$ cat config.mk
export PLATFORM = sky130hd
export DESIGN_NAME = tuner_pll_tune_calibrate_flat
export DESIGN_NICKNAME = d
export VERILOG_FILES = /design/src/tpt_pkg.sv /design/src/tpt_if.sv /design/src/tuner_pll_tune_calibrate.sv /design/src/flat_wrapper.sv
export SDC_FILE = /design/constraint.sdc
export NUM_CORES = 2
export LEC_CHECK = 0
export ABC_CLOCK_PERIOD_IN_PS = 32400
export BUFFER_PORTS_ARGS = -buffer_cell sky130_fd_sc_hd__buf_4
export CAP_MARGIN = 20
export CORE_MARGIN = 2
export CORE_UTILIZATION = 58
export CTS_CLUSTER_SIZE = 30
export DETAILED_ROUTE_END_ITERATION = 16
export GPL_TIMING_DRIVEN = 0
export PLACE_DENSITY_LB_ADDON = 0.2
export SYNTH_ARGS = -nofsm -noshare
export SYNTH_HDL_FRONTEND = slang
export SYNTH_SLANG_ARGS = --single-unit
$ cat constraint.sdc
create_clock -name i_clk -period 32.4 [get_ports i_clk]
set_input_delay 6.48 -clock i_clk [delete_from_list [all_inputs] [get_ports i_clk]]
set_output_delay 6.48 -clock i_clk [all_outputs]
set_load 0.005 [all_outputs]
$ cat src/tpt_pkg.sv
// Package with types and constants of the tuner synthesizer tune controller.
`timescale 1ns / 1ps
`default_nettype none
package tpt_pkg;

    typedef enum logic [1:0] {
        OUT_NEED_STATUS = 2'd0,
        OUT_TUNED_OK    = 2'd1,
        OUT_RANGE_ERR   = 2'd2,
        OUT_BAND_FAIL   = 2'd3
    } t_outcome;

    typedef enum logic [8:0] {
        S_IDLE   = 9'b000000001,
        S_TUNE   = 9'b000000010,
        S_CAND   = 9'b000000100,
        S_DIV    = 9'b000001000,
        S_MUL    = 9'b000010000,
        S_EVAL   = 9'b000100000,
        S_FINISH = 9'b001000000,
        S_STAT   = 9'b010000000,
        S_BB     = 9'b100000000
    } t_state;

    localparam logic [31:0] FREQ_MIN_HZ   = 32'd500000000;
    localparam logic [31:0] FREQ_MAX_HZ   = 32'd2600000000;
    localparam logic [31:0] DIV2_SPLIT_HZ = 32'd1150000000;
    localparam logic [40:0] GOOD_DELTA_HZ = 41'd75000;
    localparam logic [23:0] START_BEST_HZ = 24'd10000000;
    localparam logic [25:0] REF_RESET_HZ  = 26'd4000000;
    localparam logic [14:0] FB_RESET      = 15'd950;

    localparam logic [33:0] BAND_EDGE [7] = '{
        34'd2433000000, 34'd2711000000, 34'd3025000000, 34'd3341000000,
        34'd3727000000, 34'd4143000000, 34'd4493000000
    };

    // r * 500 kHz and (r + 1) * 2 MHz for r = 2 << code
    localparam logic [31:0] RMAX_LIM [7] = '{
        32'd1000000, 32'd2000000, 32'd4000000, 32'd8000000,
        32'd16000000, 32'd32000000, 32'd64000000
    };
    localparam logic [31:0] RMIN_LIM [7] = '{
        32'd6000000, 32'd10000000, 32'd18000000, 32'd34000000,
        32'd66000000, 32'd130000000, 32'd258000000
    };

endpackage
`default_nettype wire

$ cat src/tpt_if.sv
// Valid/ready channel interfaces of the tuner synthesizer tune controller.
`timescale 1ns / 1ps
`default_nettype none
interface tpt_req_if;
    logic        valid;
    logic        ready;
    logic        action;
    logic [31:0] target_freq_hz;
    logic [7:0]  status_byte;
    modport source (output valid, action, target_freq_hz, status_byte, input ready);
    modport sink (input valid, action, target_freq_hz, status_byte, output ready);
endinterface

interface tpt_res_if;
    logic        valid;
    logic        ready;
    logic [1:0]  outcome;
    logic        div2_bit;
    logic [7:0]  ref_divider;
    logic [2:0]  ref_divider_code;
    logic [14:0] feedback_divider;
    logic [2:0]  osc_band;
    logic [1:0]  charge_pump;
    logic [31:0] baseband_freq_hz;
    modport source (output valid, outcome, div2_bit, ref_divider, ref_divider_code,
        feedback_divider, osc_band, charge_pump, baseband_freq_hz, input ready);
    modport sink (input valid, outcome, div2_bit, ref_divider, ref_divider_code,
        feedback_divider, osc_band, charge_pump, baseband_freq_hz, output ready);
endinterface

interface tpt_cfg_if;
    logic        valid;
    logic        ready;
    logic [25:0] data;
    modport source (output valid, data, input ready);
    modport sink (input valid, data, output ready);
endinterface
`default_nettype wire

$ cat src/tuner_pll_tune_calibrate.sv
// Top level of the tuner synthesizer tune and VCO band calibration controller.
// One request is taken at a time. Ready stays low while a request is being
// handled and while its result waits on the output channel. The result is
// loaded by the state that ends the request:
// - the range check state for an out of range tune request;
// - the status state when a status read steps the band or hits a band limit;
// - the baseband state, after the multiply in the status state, for a status
//   read that completes the tune;
// - no result at all for a status read while no calibration is pending.
// An in range tune request passes the range check and then, for each reference
// divider in turn, a candidate check that skips the divider if the reference
// clock limits do so. Else the feedback divider is computed by the 14-step
// restoring divider, one quotient bit a cycle, followed by a multiply state and,
// when the feedback divider is 256 or more, an error compare state. The
// candidate check ends the search when no divider is taken early, and a finish
// state loads the result. Config writes are always ready and must be made only
// while no request is in flight.
`timescale 1ns / 1ps
`default_nettype none
module tuner_pll_tune_calibrate (
    input  wire logic i_clk,
    input  wire logic i_rst_n,
    tpt_cfg_if.sink   i_cfg,
    tpt_req_if.sink   i_req,
    tpt_res_if.source o_res
);
    import tpt_pkg::*;

    t_state      r_state, n_state;
    logic [25:0] r_ref;
    logic        r_cal;
    logic        r_div2;
    logic [2:0]  r_code;
    logic [14:0] r_fb;
    logic [2:0]  r_band;
    logic [1:0]  r_pump;
    logic        r_out_valid;
    t_outcome    r_outcome;
    logic [31:0] r_bb;
    logic [31:0] r_f;
    logic [7:0]  r_status;
    logic [2:0]  r_rc;
    logic [40:0] r_rem;
    logic [26:0] r_d;
    logic [13:0] r_q;
    logic [3:0]  r_k;
    logic [40:0] r_prod;
    logic [23:0] r_best_delta;
    logic [2:0]  r_best_code;
    logic [13:0] r_best_n;

    logic [33:0] vco;
    logic [2:0]  band_calc;
    logic [40:0] trial;
    logic [40:0] fr;
    logic [40:0] num;
    logic [40:0] delta;
    logic [44:0] delta_x10;
    logic [27:0] best_x9;
    logic [40:0] bb_shift;
    logic [5:0]  adc;
    logic [14:0] mul_a;
    logic [40:0] mul_prod;
    logic        req_fire;

    assign req_fire    = i_req.valid && i_req.ready;
    assign i_req.ready = (r_state == S_IDLE) && !r_out_valid;
    assign i_cfg.ready = 1'b1;

    assign o_res.valid            = r_out_valid;
    assign o_res.outcome          = r_outcome;
    assign o_res.div2_bit         = r_div2;
    assign o_res.ref_divider      = 8'd2 << r_code;
    assign o_res.ref_divider_code = r_code;
    assign o_res.feedback_divider = r_fb;
    assign o_res.osc_band         = r_band;
    assign o_res.charge_pump      = r_pump;
    assign o_res.baseband_freq_hz = r_bb;

    always_comb begin
        vco = (r_f < DIV2_SPLIT_HZ) ? {r_f, 2'b00} : {1'b0, r_f, 1'b0};
        band_calc = 3'd0;
        for (int i = 0; i < 7; i++) begin
            if (vco >= BAND_EDGE[i]) begin
                band_calc = band_calc + 3'd1;
            end
        end
        trial     = {14'd0, r_d} << r_k;
        fr        = {9'd0, r_f} << ({1'b0, r_rc} + 4'd1);
        num       = (r_prod > fr) ? (r_prod - fr) : (fr - r_prod);
        delta     = num >> ({1'b0, r_rc} + 4'd1);
        delta_x10 = {delta, 3'b000} + {3'b000, delta, 1'b0};
        best_x9   = {1'b0, r_best_delta, 3'b000} + {4'd0, r_best_delta};
        bb_shift  = r_prod >> ({1'b0, r_code} + 4'd1);
        adc       = r_status[7:2];
        mul_a     = (r_state == S_STAT) ? r_fb : {1'b0, r_q};
        mul_prod  = 41'(mul_a * r_ref);
    end

    always_comb begin
        n_state = r_state;
        case (r_state)
            S_IDLE: begin
                if (req_fire) begin
                    n_state = i_req.action ? S_STAT : S_TUNE;
                end
            end
            S_TUNE: begin
                n_state = ((r_f < FREQ_MIN_HZ) || (r_f > FREQ_MAX_HZ)) ? S_IDLE : S_CAND;
            end
            S_CAND: begin
                if ((r_rc == 3'd7) || (RMAX_LIM[r_rc] > {6'd0, r_ref})) begin
                    n_state = S_FINISH;
                end else if ({6'd0, r_ref} < RMIN_LIM[r_rc]) begin
                    n_state = S_DIV;
                end
            end
            S_DIV: begin
                if (r_k == 4'd0) begin
                    n_state = S_MUL;
                end
            end
            S_MUL: begin
                n_state = (r_q < 14'd256) ? S_CAND : S_EVAL;
            end
            S_EVAL: begin
                n_state = (delta < GOOD_DELTA_HZ) ? S_FINISH : S_CAND;
            end
            S_FINISH: begin
                n_state = S_IDLE;
            end
            S_STAT: begin
                if (r_cal && (adc != 6'd0) && (adc != 6'd7)) begin
                    n_state = S_BB;
                end else begin
                    n_state = S_IDLE;
                end
            end
            S_BB: begin
                n_state = S_IDLE;
            end
            default: begin
                n_state = S_IDLE;
            end
        endcase
    end

    always_ff @(posedge i_clk) begin
        if (!i_rst_n) begin
            r_state     <= S_IDLE;
            r_ref       <= REF_RESET_HZ;
            r_cal       <= 1'b0;
            r_div2      <= 1'b0;
            r_code      <= 3'd1;
            r_fb        <= FB_RESET;
            r_band      <= 3'd5;
            r_pump      <= 2'd3;
            r_out_valid <= 1'b0;
            r_outcome   <= OUT_NEED_STATUS;
            r_bb        <= 32'd0;
        end else begin
            r_state <= n_state;
            if (i_cfg.valid && i_cfg.ready) begin
                r_ref <= i_cfg.data;
            end
            if (o_res.valid && o_res.ready) begin
                r_out_valid <= 1'b0;
            end
            case (r_state)
                S_IDLE: begin
                    if (req_fire) begin
                        r_f      <= i_req.target_freq_hz;
                        r_status <= i_req.status_byte;
                    end
                end
                S_TUNE: begin
                    if ((r_f < FREQ_MIN_HZ) || (r_f > FREQ_MAX_HZ)) begin
                        r_cal       <= 1'b0;
                        r_outcome   <= OUT_RANGE_ERR;
                        r_bb        <= 32'd0;
                        r_out_valid <= 1'b1;
                    end else begin
                        r_div2       <= (r_f >= DIV2_SPLIT_HZ);
                        r_band       <= band_calc;
                        r_cal        <= 1'b1;
                        r_rc         <= 3'd0;
                        r_best_code  <= 3'd0;
                        r_best_n     <= 14'd0;
                        r_best_delta <= START_BEST_HZ;
                    end
                end
                S_CAND: begin
                    if ((r_rc != 3'd7) && (RMAX_LIM[r_rc] <= {6'd0, r_ref})) begin
                        if ({6'd0, r_ref} >= RMIN_LIM[r_rc]) begin
                            r_rc <= r_rc + 3'd1;
                        end else begin
                            r_rem <= ({9'd0, r_f} << ({1'b0, r_rc} + 4'd2))
                                + {15'd0, r_ref};
                            r_d   <= {r_ref, 1'b0};
                            r_k   <= 4'd13;
                            r_q   <= 14'd0;
                        end
                    end
                end
                S_DIV: begin
                    if (r_rem >= trial) begin
                        r_rem      <= r_rem - trial;
                        r_q[r_k]   <= 1'b1;
                    end
                    r_k <= r_k - 4'd1;
                end
                S_MUL: begin
                    if (r_q < 14'd256) begin
                        r_rc <= r_rc + 3'd1;
                    end else begin
                        r_prod <= mul_prod;
                    end
                end
                S_EVAL: begin
                    if (delta < GOOD_DELTA_HZ) begin
                        r_best_code <= r_rc;
                        r_best_n    <= r_q;
                    end else begin
                        if (delta_x10 < {17'd0, best_x9}) begin
                            r_best_code  <= r_rc;
                            r_best_n     <= r_q;
                            r_best_delta <= delta[23:0];
                        end
                        r_rc <= r_rc + 3'd1;
                    end
                end
                S_FINISH: begin
                    r_code      <= r_best_code;
                    r_fb        <= {1'b0, r_best_n};
                    r_outcome   <= OUT_NEED_STATUS;
                    r_bb        <= 32'd0;
                    r_out_valid <= 1'b1;
                end
                S_STAT: begin
                    if (r_cal) begin
                        r_bb <= 32'd0;
                        if (adc == 6'd0) begin
                            r_out_valid <= 1'b1;
                            if (r_band == 3'd0) begin
                                r_cal     <= 1'b0;
                                r_outcome <= OUT_BAND_FAIL;
                            end else begin
                                r_band    <= r_band - 3'd1;
                                r_outcome <= OUT_NEED_STATUS;
                            end
                        end else if (adc == 6'd7) begin
                            r_out_valid <= 1'b1;
                            if (r_band == 3'd7) begin
                                r_cal     <= 1'b0;
                                r_outcome <= OUT_BAND_FAIL;
                            end else begin
                                r_band    <= r_band + 3'd1;
                                r_outcome <= OUT_NEED_STATUS;
                            end
                        end else begin
                            if (adc <= 6'd2) begin
                                r_pump <= 2'd1;
                            end else if (adc <= 6'd4) begin
                                r_pump <= 2'd2;
                            end else begin
                                r_pump <= 2'd3;
                            end
                            r_cal  <= 1'b0;
                            r_prod <= mul_prod;
                        end
                    end
                end
                S_BB: begin
                    r_bb        <= (bb_shift[40:32] != 9'd0) ? 32'hFFFF_FFFF : bb_shift[31:0];
                    r_outcome   <= OUT_TUNED_OK;
                    r_out_valid <= 1'b1;
                end
                default: begin
                end
            endcase
        end
    end

endmodule
`default_nettype wire

$ cat src/flat_wrapper.sv
// flat-port wrapper written by rule: the top's interface ports become plain ports
module tuner_pll_tune_calibrate_flat import tpt_pkg::*;
  (i_clk, i_rst_n, i_cfg_valid, i_cfg_data, i_cfg_ready, i_req_valid, i_req_action, i_req_target_freq_hz, i_req_status_byte, i_req_ready, o_res_valid, o_res_outcome, o_res_div2_bit, o_res_ref_divider, o_res_ref_divider_code, o_res_feedback_divider, o_res_osc_band, o_res_charge_pump, o_res_baseband_freq_hz, o_res_ready);
  tpt_cfg_if i_cfg_i ();
  tpt_req_if i_req_i ();
  tpt_res_if o_res_i ();
  input  wire logic i_clk;
  input  wire logic i_rst_n;
  input wire logic [$bits(i_cfg_i.valid)-1:0] i_cfg_valid;
  input wire logic [$bits(i_cfg_i.data)-1:0] i_cfg_data;
  output wire logic [$bits(i_cfg_i.ready)-1:0] i_cfg_ready;
  input wire logic [$bits(i_req_i.valid)-1:0] i_req_valid;
  input wire logic [$bits(i_req_i.action)-1:0] i_req_action;
  input wire logic [$bits(i_req_i.target_freq_hz)-1:0] i_req_target_freq_hz;
  input wire logic [$bits(i_req_i.status_byte)-1:0] i_req_status_byte;
  output wire logic [$bits(i_req_i.ready)-1:0] i_req_ready;
  output wire logic [$bits(o_res_i.valid)-1:0] o_res_valid;
  output wire logic [$bits(o_res_i.outcome)-1:0] o_res_outcome;
  output wire logic [$bits(o_res_i.div2_bit)-1:0] o_res_div2_bit;
  output wire logic [$bits(o_res_i.ref_divider)-1:0] o_res_ref_divider;
  output wire logic [$bits(o_res_i.ref_divider_code)-1:0] o_res_ref_divider_code;
  output wire logic [$bits(o_res_i.feedback_divider)-1:0] o_res_feedback_divider;
  output wire logic [$bits(o_res_i.osc_band)-1:0] o_res_osc_band;
  output wire logic [$bits(o_res_i.charge_pump)-1:0] o_res_charge_pump;
  output wire logic [$bits(o_res_i.baseband_freq_hz)-1:0] o_res_baseband_freq_hz;
  input wire logic [$bits(o_res_i.ready)-1:0] o_res_ready;
  assign i_cfg_i.valid = i_cfg_valid;
  assign i_cfg_i.data = i_cfg_data;
  assign i_cfg_ready = i_cfg_i.ready;
  assign i_req_i.valid = i_req_valid;
  assign i_req_i.action = i_req_action;
  assign i_req_i.target_freq_hz = i_req_target_freq_hz;
  assign i_req_i.status_byte = i_req_status_byte;
  assign i_req_ready = i_req_i.ready;
  assign o_res_valid = o_res_i.valid;
  assign o_res_outcome = o_res_i.outcome;
  assign o_res_div2_bit = o_res_i.div2_bit;
  assign o_res_ref_divider = o_res_i.ref_divider;
  assign o_res_ref_divider_code = o_res_i.ref_divider_code;
  assign o_res_feedback_divider = o_res_i.feedback_divider;
  assign o_res_osc_band = o_res_i.osc_band;
  assign o_res_charge_pump = o_res_i.charge_pump;
  assign o_res_baseband_freq_hz = o_res_i.baseband_freq_hz;
  assign o_res_i.ready = o_res_ready;
  tuner_pll_tune_calibrate u_core (.i_clk(i_clk), .i_rst_n(i_rst_n), .i_cfg(i_cfg_i), .i_req(i_req_i), .o_res(o_res_i));
endmodule
Word-level counts from Yosys, hierarchy flattened
Memory sizes are Yosys's and may differ from the RTL's.
Cells that the tools add are included.
Cells by class
  reductions and logical operators: 36
  multiply operators: 1
  bitwise gates (word level): 6
  $lt $le $gt $ge: 25
  add/subtract/negate cells: 19
  multiplexer cells: 92
  divide/modulo/power cells: 0
  shift operators: 6
  equal/unequal tests: 34
Operators by type and width (count)
  $mux W41: 8
  $mux W32: 7
  $ge A34 B32 Y1 const B: 6
  $pmux W41 S2: 2
  $pmux W32 S4: 1
  $sub A41 B41 Y41: 3
  $mux W14: 7
  $shl A32 B4 Y41: 2
  $shr A41 B4 Y41: 2
  $mux W24: 3
  $pmux W9 S7: 1
  $mux W3: 20
  $pmux W14 S2: 2
  $pmux W24 S2: 1
  $add A44 B42 Y45: 1
  $lt A45 B28 Y1: 1
  $mux W9: 5
  $add A41 B26 Y41: 1
  $ge A41 B41 Y1: 1
  $gt A41 B41 Y1: 1
  $lt A41 B17 Y1 const B: 1
  $mul A15 B26 Y41: 1
  $shl A27 B4 Y41: 1
  $ge A34 B33 Y1 const B: 1
  other kinds (72): 140
Storage, ports and cells
  register bits after elaboration: 304
  memory bits (read-only): 512
  memory bits (writable): 0
  latch bits: 0
  memories: 2
  input port bits: 72
  logic and storage cells: 243
  output and inout bits: 69
Memories
  (name not given): depth 8, bits a word 32, read ports 1, clocked after memory_dff 0, wr ports 0, RTL line tuner_pll_tune_calibrate.sv:114  | end else if ({6'd0, r_ref} < RMIN_LIM[r_rc]) begin
  (name not given): depth 8, bits a word 32, read ports 1, clocked after memory_dff 0, wr ports 0, RTL line tuner_pll_tune_calibrate.sv:112  | if ((r_rc == 3'd7) || (RMAX_LIM[r_rc] > {6'd0, r_ref})) begin

Depth between registers and ports, before layout
  depth in word-level cells: 18
  depth in mapped cells: 65
  mapped depth without buffers: 52

Least setup slack after synthesis
Ideal clock, no wire load.
  path type: register to register
  start: register u_core.r_rc[0]
  end: register u_core.r_best_delta[0] (enable)
  clock period less this slack: 13.873 ns
  arrival: 13.462 ns
  library setup time: 0.412 ns
  required time: 31.988 ns
  cell stages (with the launch flop): 54
  setup slack: 18.527 ns
  buffers on the path: 13
  path through: edfxtp_1 -> clkbuf_1 -> inv_1 -> buf_1 -> clkbuf_1 -> clkbuf_1 -> clkbuf_1 -> clkbuf_1 -> ha_1 -> clkbuf_1 -> buf_1 -> clkbuf_1 -> clkbuf_1 -> mux4_2 -> nand2_1 -> o21ai_0 -> o21ai_0 -> inv_1 -> (+18 left out) -> a211oi_1 -> o21ai_0 -> o211ai_1 -> a211o_1 -> a21o_1 -> a21o_1 -> a21oi_1 -> xnor2_1 -> ha_1 -> a21oi_1 -> nand4_1 -> or4_1 -> nor4b_1 -> o221ai_2 -> a2111oi_2 -> o2111ai_1 -> o41ai_1 -> a21boi_1
Between the ends
  word-level cells in the longest chain between the ends: 9
  elaborated cells on any way between the ends: 13
  classes of those cells: add/sub (4); order compare (3); eq/ne (2); shift (2); mux (1); reduce/logical (1)
RTL lines
  from (decl): RTL line tuner_pll_tune_calibrate.sv:42  | logic [2:0] r_rc;
  from (signal assigned): RTL line tuner_pll_tune_calibrate.sv:195  | r_rc <= r_rc + 3'd1;
  from (signal assigned): RTL line tuner_pll_tune_calibrate.sv:214  | r_rc <= r_rc + 3'd1;
  from (signal assigned): RTL line tuner_pll_tune_calibrate.sv:229  | r_rc <= r_rc + 3'd1;
  $add A3 B1 Y4 (*): RTL line tuner_pll_tune_calibrate.sv:89, tuner_pll_tune_calibrate.sv:91
  $shl A32 B4 Y41: RTL line tuner_pll_tune_calibrate.sv:89  | fr = {9'd0, r_f} << ({1'b0, r_rc} + 4'd1);
  $sub A41 B41 Y41 / $gt A41 B41 Y1 (equally long branches): RTL line tuner_pll_tune_calibrate.sv:90  | num = (r_prod > fr) ? (r_prod - fr) : (fr - r_prod);
  $mux W41: RTL line tuner_pll_tune_calibrate.sv:90
  $shr A41 B4 Y41 (*): RTL line tuner_pll_tune_calibrate.sv:91  | delta = num >> ({1'b0, r_rc} + 4'd1);
  via u_core.delta[4]: RTL line tuner_pll_tune_calibrate.sv:57  | logic [40:0] delta;
  $add A44 B42 Y45: RTL line tuner_pll_tune_calibrate.sv:92  | delta_x10 = {delta, 3'b000} + {3'b000, delta, 1'b0};
  $lt A45 B28 Y1: RTL line tuner_pll_tune_calibrate.sv:224  | if (delta_x10 < {17'd0, best_x9}) begin
  $ne A2 B1 Y1 (no source line)
  $reduce_and A5 Y1 (no source line) (*)
  to (signal assigned): RTL line tuner_pll_tune_calibrate.sv:227  | r_best_delta <= delta[23:0];
  to (decl): RTL line tuner_pll_tune_calibrate.sv:48  | logic [23:0] r_best_delta;
Mark *: on every way through the listed nets, which the timed path passes. The rest lies on a longest branch.
A chain may end at the register's enable or synchronous reset.

Worst setup path in the final report
  start: register u_core.r_rc[0]
  end: register u_core.r_best_delta[4] (enable)
Same word-level chain as after synthesis.

==> reports/results.txt <==
Routed WL: 171000 µm
input/output buffers: 133
Finish-stage setup viols: 0
unrepaired setup endpoints after global routing: false
H-tree levels: 2
largest family of logic cells by synthesized area: adder cells
CTS root buffer: clkbuf_16
Die Ht: 283 µm
Area growth, synth to finish: 8.62%
Ys Warns: 0
Max stage delay cell, worst path: clkbuf_1
Int Power: 1.07 mW
mux contribution to synthesized area: 0.0806
Remaining DRCs: 0
GP Congestion: 1.06
Net Sw Frac: 0.438
Crit. End Element: flip-flop
largest stage delay on the critical path: 0.87 ns
VDD IR max: 0.0369 mV
dominant synthesized flop cell: edfxtp_1
Tot Pwr: 1.90 mW
Net Sw Power: 0.831 mW
xor and xnor area share after synthesis: 0.0379
CP Max Fanout: 18
Final TNS setup: 0 ns
remaining antenna violation count: 0
synthesized-area fraction occupied by and/or/nand/nor cells: 0.202
post-synthesis sequential area ratio: 0.180
mapped cell area: 45100 µm²
DR iter-0 viols: 5295
Post-synth EDFFs: 208
clk_skew: 0.0435 ns
sequential power share: 0.238
Crit Path Class: reg -> reg
share of layout cells above drive strength 1: 0.0791
status: complete, no violations
crit-path most repeated cell: clkbuf_1
Synth Area in Adders: 0.240
1st-pass router iterations: 9
largest net degree at the start of global routing: 41
per-cell routed wire length: 25.1 µm
vias per cell: 6.48
Via Count: 44200
total congestion overflow: 0
Synth cell types: 111
Top Ports: 141
Max-Cap Viols: 0
CTS Hold Bufs: 0
Starting Density: 0.584
PostCTS Resize Cnt: 0
fin crit period: 19.62 ns
area of the multi-input gates: 33900 µm²
Overall Global Routing Usage: 0.420
CP required: 32.71 ns
vias in the first global route: 41500
combinational share of power: 0.520
CTS buffer count: 38
clk_lat worst skew: 0.61 ns
number of synthesized register bits: 302
nets: 6513
Clock Pin Slew Worst Setup and Hold Paths: 0.06 ns
postcts setup bufs: 0
period utilization: 0.606
FFs w/ async S/R, synth: 0
syn_area_per_cell: 8.11 µm²
placed inst area: 47600 µm²
initial antenna violation count: 6
compound-cell area share of the yosys netlist: 0.191
Crit path arrival time: 19.94 ns
max-slew violations: 0
DP Wirelength: 138000 µm
Placement Rows: 102
final hold vios: 0
Hold/Removal Path Class: reg -> reg
Max Root-Sink Buffers: 3
Fill cells: 6956
DIE AREA: 79900 µm²
Slew @ Worst Pin: 1.27 ns
Final Instance Area: 48900 µm²
Synth Instances: 5559
startpoint types: flip-flop
hold_ws: 0.455 ns
CTS tree: done
die width: 283 µm
leak pwr: 21.7 nW
Fmax: 51.0 MHz
pwr dens: 38.8 nW/µm²
Clock Power Share: 0.242
total core area: 77200 µm²
flip-flop and latch area: 8130 µm²
CTS Sinks: 302
Rel. slew slack: 0.153
global-route wire length before repair: 252000 µm
## cell usage in the layout, fill, tap and decap left out, types with 16 or more instances in the layout
cell	instances
a211oi_1	44
a21o_1	108
a21oi_1	436
a22oi_1	17
a31oi_1	37
and2_1	123
and3_1	34
buf_1	37
buf_2	23
buf_4	149
clkbuf_1	249
clkbuf_16	38
dfxtp_1	94
edfxtp_1	208
fa_1	292
ha_1	398
inv_1	470
mux2_2	42
mux2i_1	172
mux4_2	60
nand2_1	707
nand2b_1	71
nand3_1	90
nand4_1	59
nor2_1	477
nor2b_1	86
nor3_1	112
nor4_1	26
o211ai_1	38
o21a_1	46
o21ai_0	341
o21bai_1	44
o22ai_1	16
o31ai_1	27
or2_2	42
or3_1	32
xnor2_1	115
xor2_1	67
## through the flow
stage	util	std cells	setup WS, ns
floorplan	-	5560	18.53
global placement	0.613	6733	12.41
detailed placement	0.616	6747	13.43
CTS	0.633	6816	13.29
global route	0.634	6820	12.15
finish	0.634	6823	12.78
## Yosys cell counts (26+ instances only)
cell / n / area share
nand3_1: 90 / 0.010
or3_1: 32 / 0.0044
mux2_2: 42 / 0.010
a21oi_1: 436 / 0.048
nand2_1: 707 / 0.059
nor2_1: 478 / 0.040
and2_1: 123 / 0.017
o31ai_1: 27 / 0.0045
o21bai_1: 44 / 0.0073
edfxtp_1: 208 / 0.14
dfxtp_1: 94 / 0.042
and3_1: 35 / 0.0049
a211oi_1: 44 / 0.0073
nand2b_1: 71 / 0.0099
inv_1: 470 / 0.039
o211ai_1: 38 / 0.0063
ha_1: 398 / 0.11
mux2i_1: 174 / 0.039
o21ai_0: 341 / 0.038
fa_1: 292 / 0.13
buf_1: 37 / 0.0031
xnor2_1: 115 / 0.022
o21a_1: 46 / 0.0077
xor2_1: 67 / 0.013
nor2b_1: 86 / 0.012
a31oi_1: 38 / 0.0053
nor4_1: 26 / 0.0036
mux4_2: 60 / 0.030
nor3_1: 112 / 0.012
nand4_1: 59 / 0.0082
or2_2: 42 / 0.0058
clkbuf_1: 246 / 0.020
a21o_1: 108 / 0.018
## cell type report
class	instances	area share
Antenna cell	3	0.000153
Inverter	475	0.0364
Tap cell	1040	0.0266
Multi-Input combinational cell	4465	0.693
Buffer	318	0.0264
Clock inverter	23	0.00619
Sequential cell	302	0.166
Timing Repair Buffer	151	0.0248
Clock buffer	46	0.0207
## routing by layer
metal	GRT usage	share of wire
met1	0.548	0.39
met2	0.642	0.43
met3	0.0873	0.11
met4	0.257	0.072
met5	0.00916	0.00084
## final timing paths
check / from / end / slack [ns] / cells past startpoint
hold reg to reg: u_core.o_res.baseband_freq_hz[30]$_SDFFE_PN0P_ / u_core.o_res.baseband_freq_hz[30]$_SDFFE_PN0P_ / 0.46 / 2
setup / recovery: u_core.r_rc[0]$_SDFFCE_PN0P_ / u_core.r_best_delta[4]$_SDFFCE_PN0P_ / 12.78 / 57
setup reg to reg: u_core.r_rc[0]$_SDFFCE_PN0P_ / u_core.r_best_delta[4]$_SDFFCE_PN0P_ / 12.78 / 57
hold / removal: u_core.o_res.baseband_freq_hz[30]$_SDFFE_PN0P_ / u_core.o_res.baseband_freq_hz[30]$_SDFFE_PN0P_ / 0.46 / 2
## logic make-up (layout without fill, tap and decap cells)
family | after synthesis | after routing
multiplexers | 280 | 280
other | 2 | 6
XOR/XNOR | 189 | 189
adder cells (fa/ha/maj) | 690 | 690
flip-flops | 302 | 302
AO/OA/AOI/OAI | 1365 | 1365
AND/OR/NAND/NOR | 1938 | 1938
buffers and inverters | 793 | 1013
## sequential cells by signal, summed over array words and instances, names as in the netlist
signal	count
u_core.r_cal	1
u_core.o_res.valid	1
u_core.o_res.outcome	2
u_core.r_status	6
u_core.o_res.div2_bit	1
u_core.r_f	32
u_core.r_best_code	3
u_core.o_res.osc_band	3
u_core.r_rem	41
u_core.r_q	14
u_core.r_rc	3
u_core.r_prod	41
u_core.r_best_delta	24
u_core.r_d	26
u_core.r_best_n	14
u_core.r_state	9
u_core.r_ref	26
u_core.o_res.baseband_freq_hz	32
u_core.o_res.ref_divider_code	3
u_core.o_res.charge_pump	2
u_core.r_k	4
u_core.o_res.feedback_divider	14
## power groups by stage
| stage | clock [mW] | sequential (mW) | combinational [mW] |
|---|---|---|---|
| 2_1_floorplan | 0 | 0.448 | 0.692 |
| 3_3_place_gp | 0 | 0.458 | 0.935 |
| 3_5_place_dp | 0 | 0.458 | 0.950 |
| 4_1_cts | 0.461 | 0.450 | 0.958 |
| 5_1_grt | 0.474 | 0.452 | 1.07 |
| 6_report | 0.459 | 0.451 | 0.988 |
## worst max-delay path, delay by kind of cell, from the launching register on
family                   cells  cell delay (ns)
AO/OA/AOI/OAI               21             6.05
AND/OR/NAND/NOR             10             2.83
adder cells (fa/ha/maj)      5             1.57
XOR/XNOR                     2             0.25
multiplexers                 1             0.47
flip-flops                   1             0.49
buffers and inverters       18             7.52
Note: power is estimated with default switching activity, not from simulation.
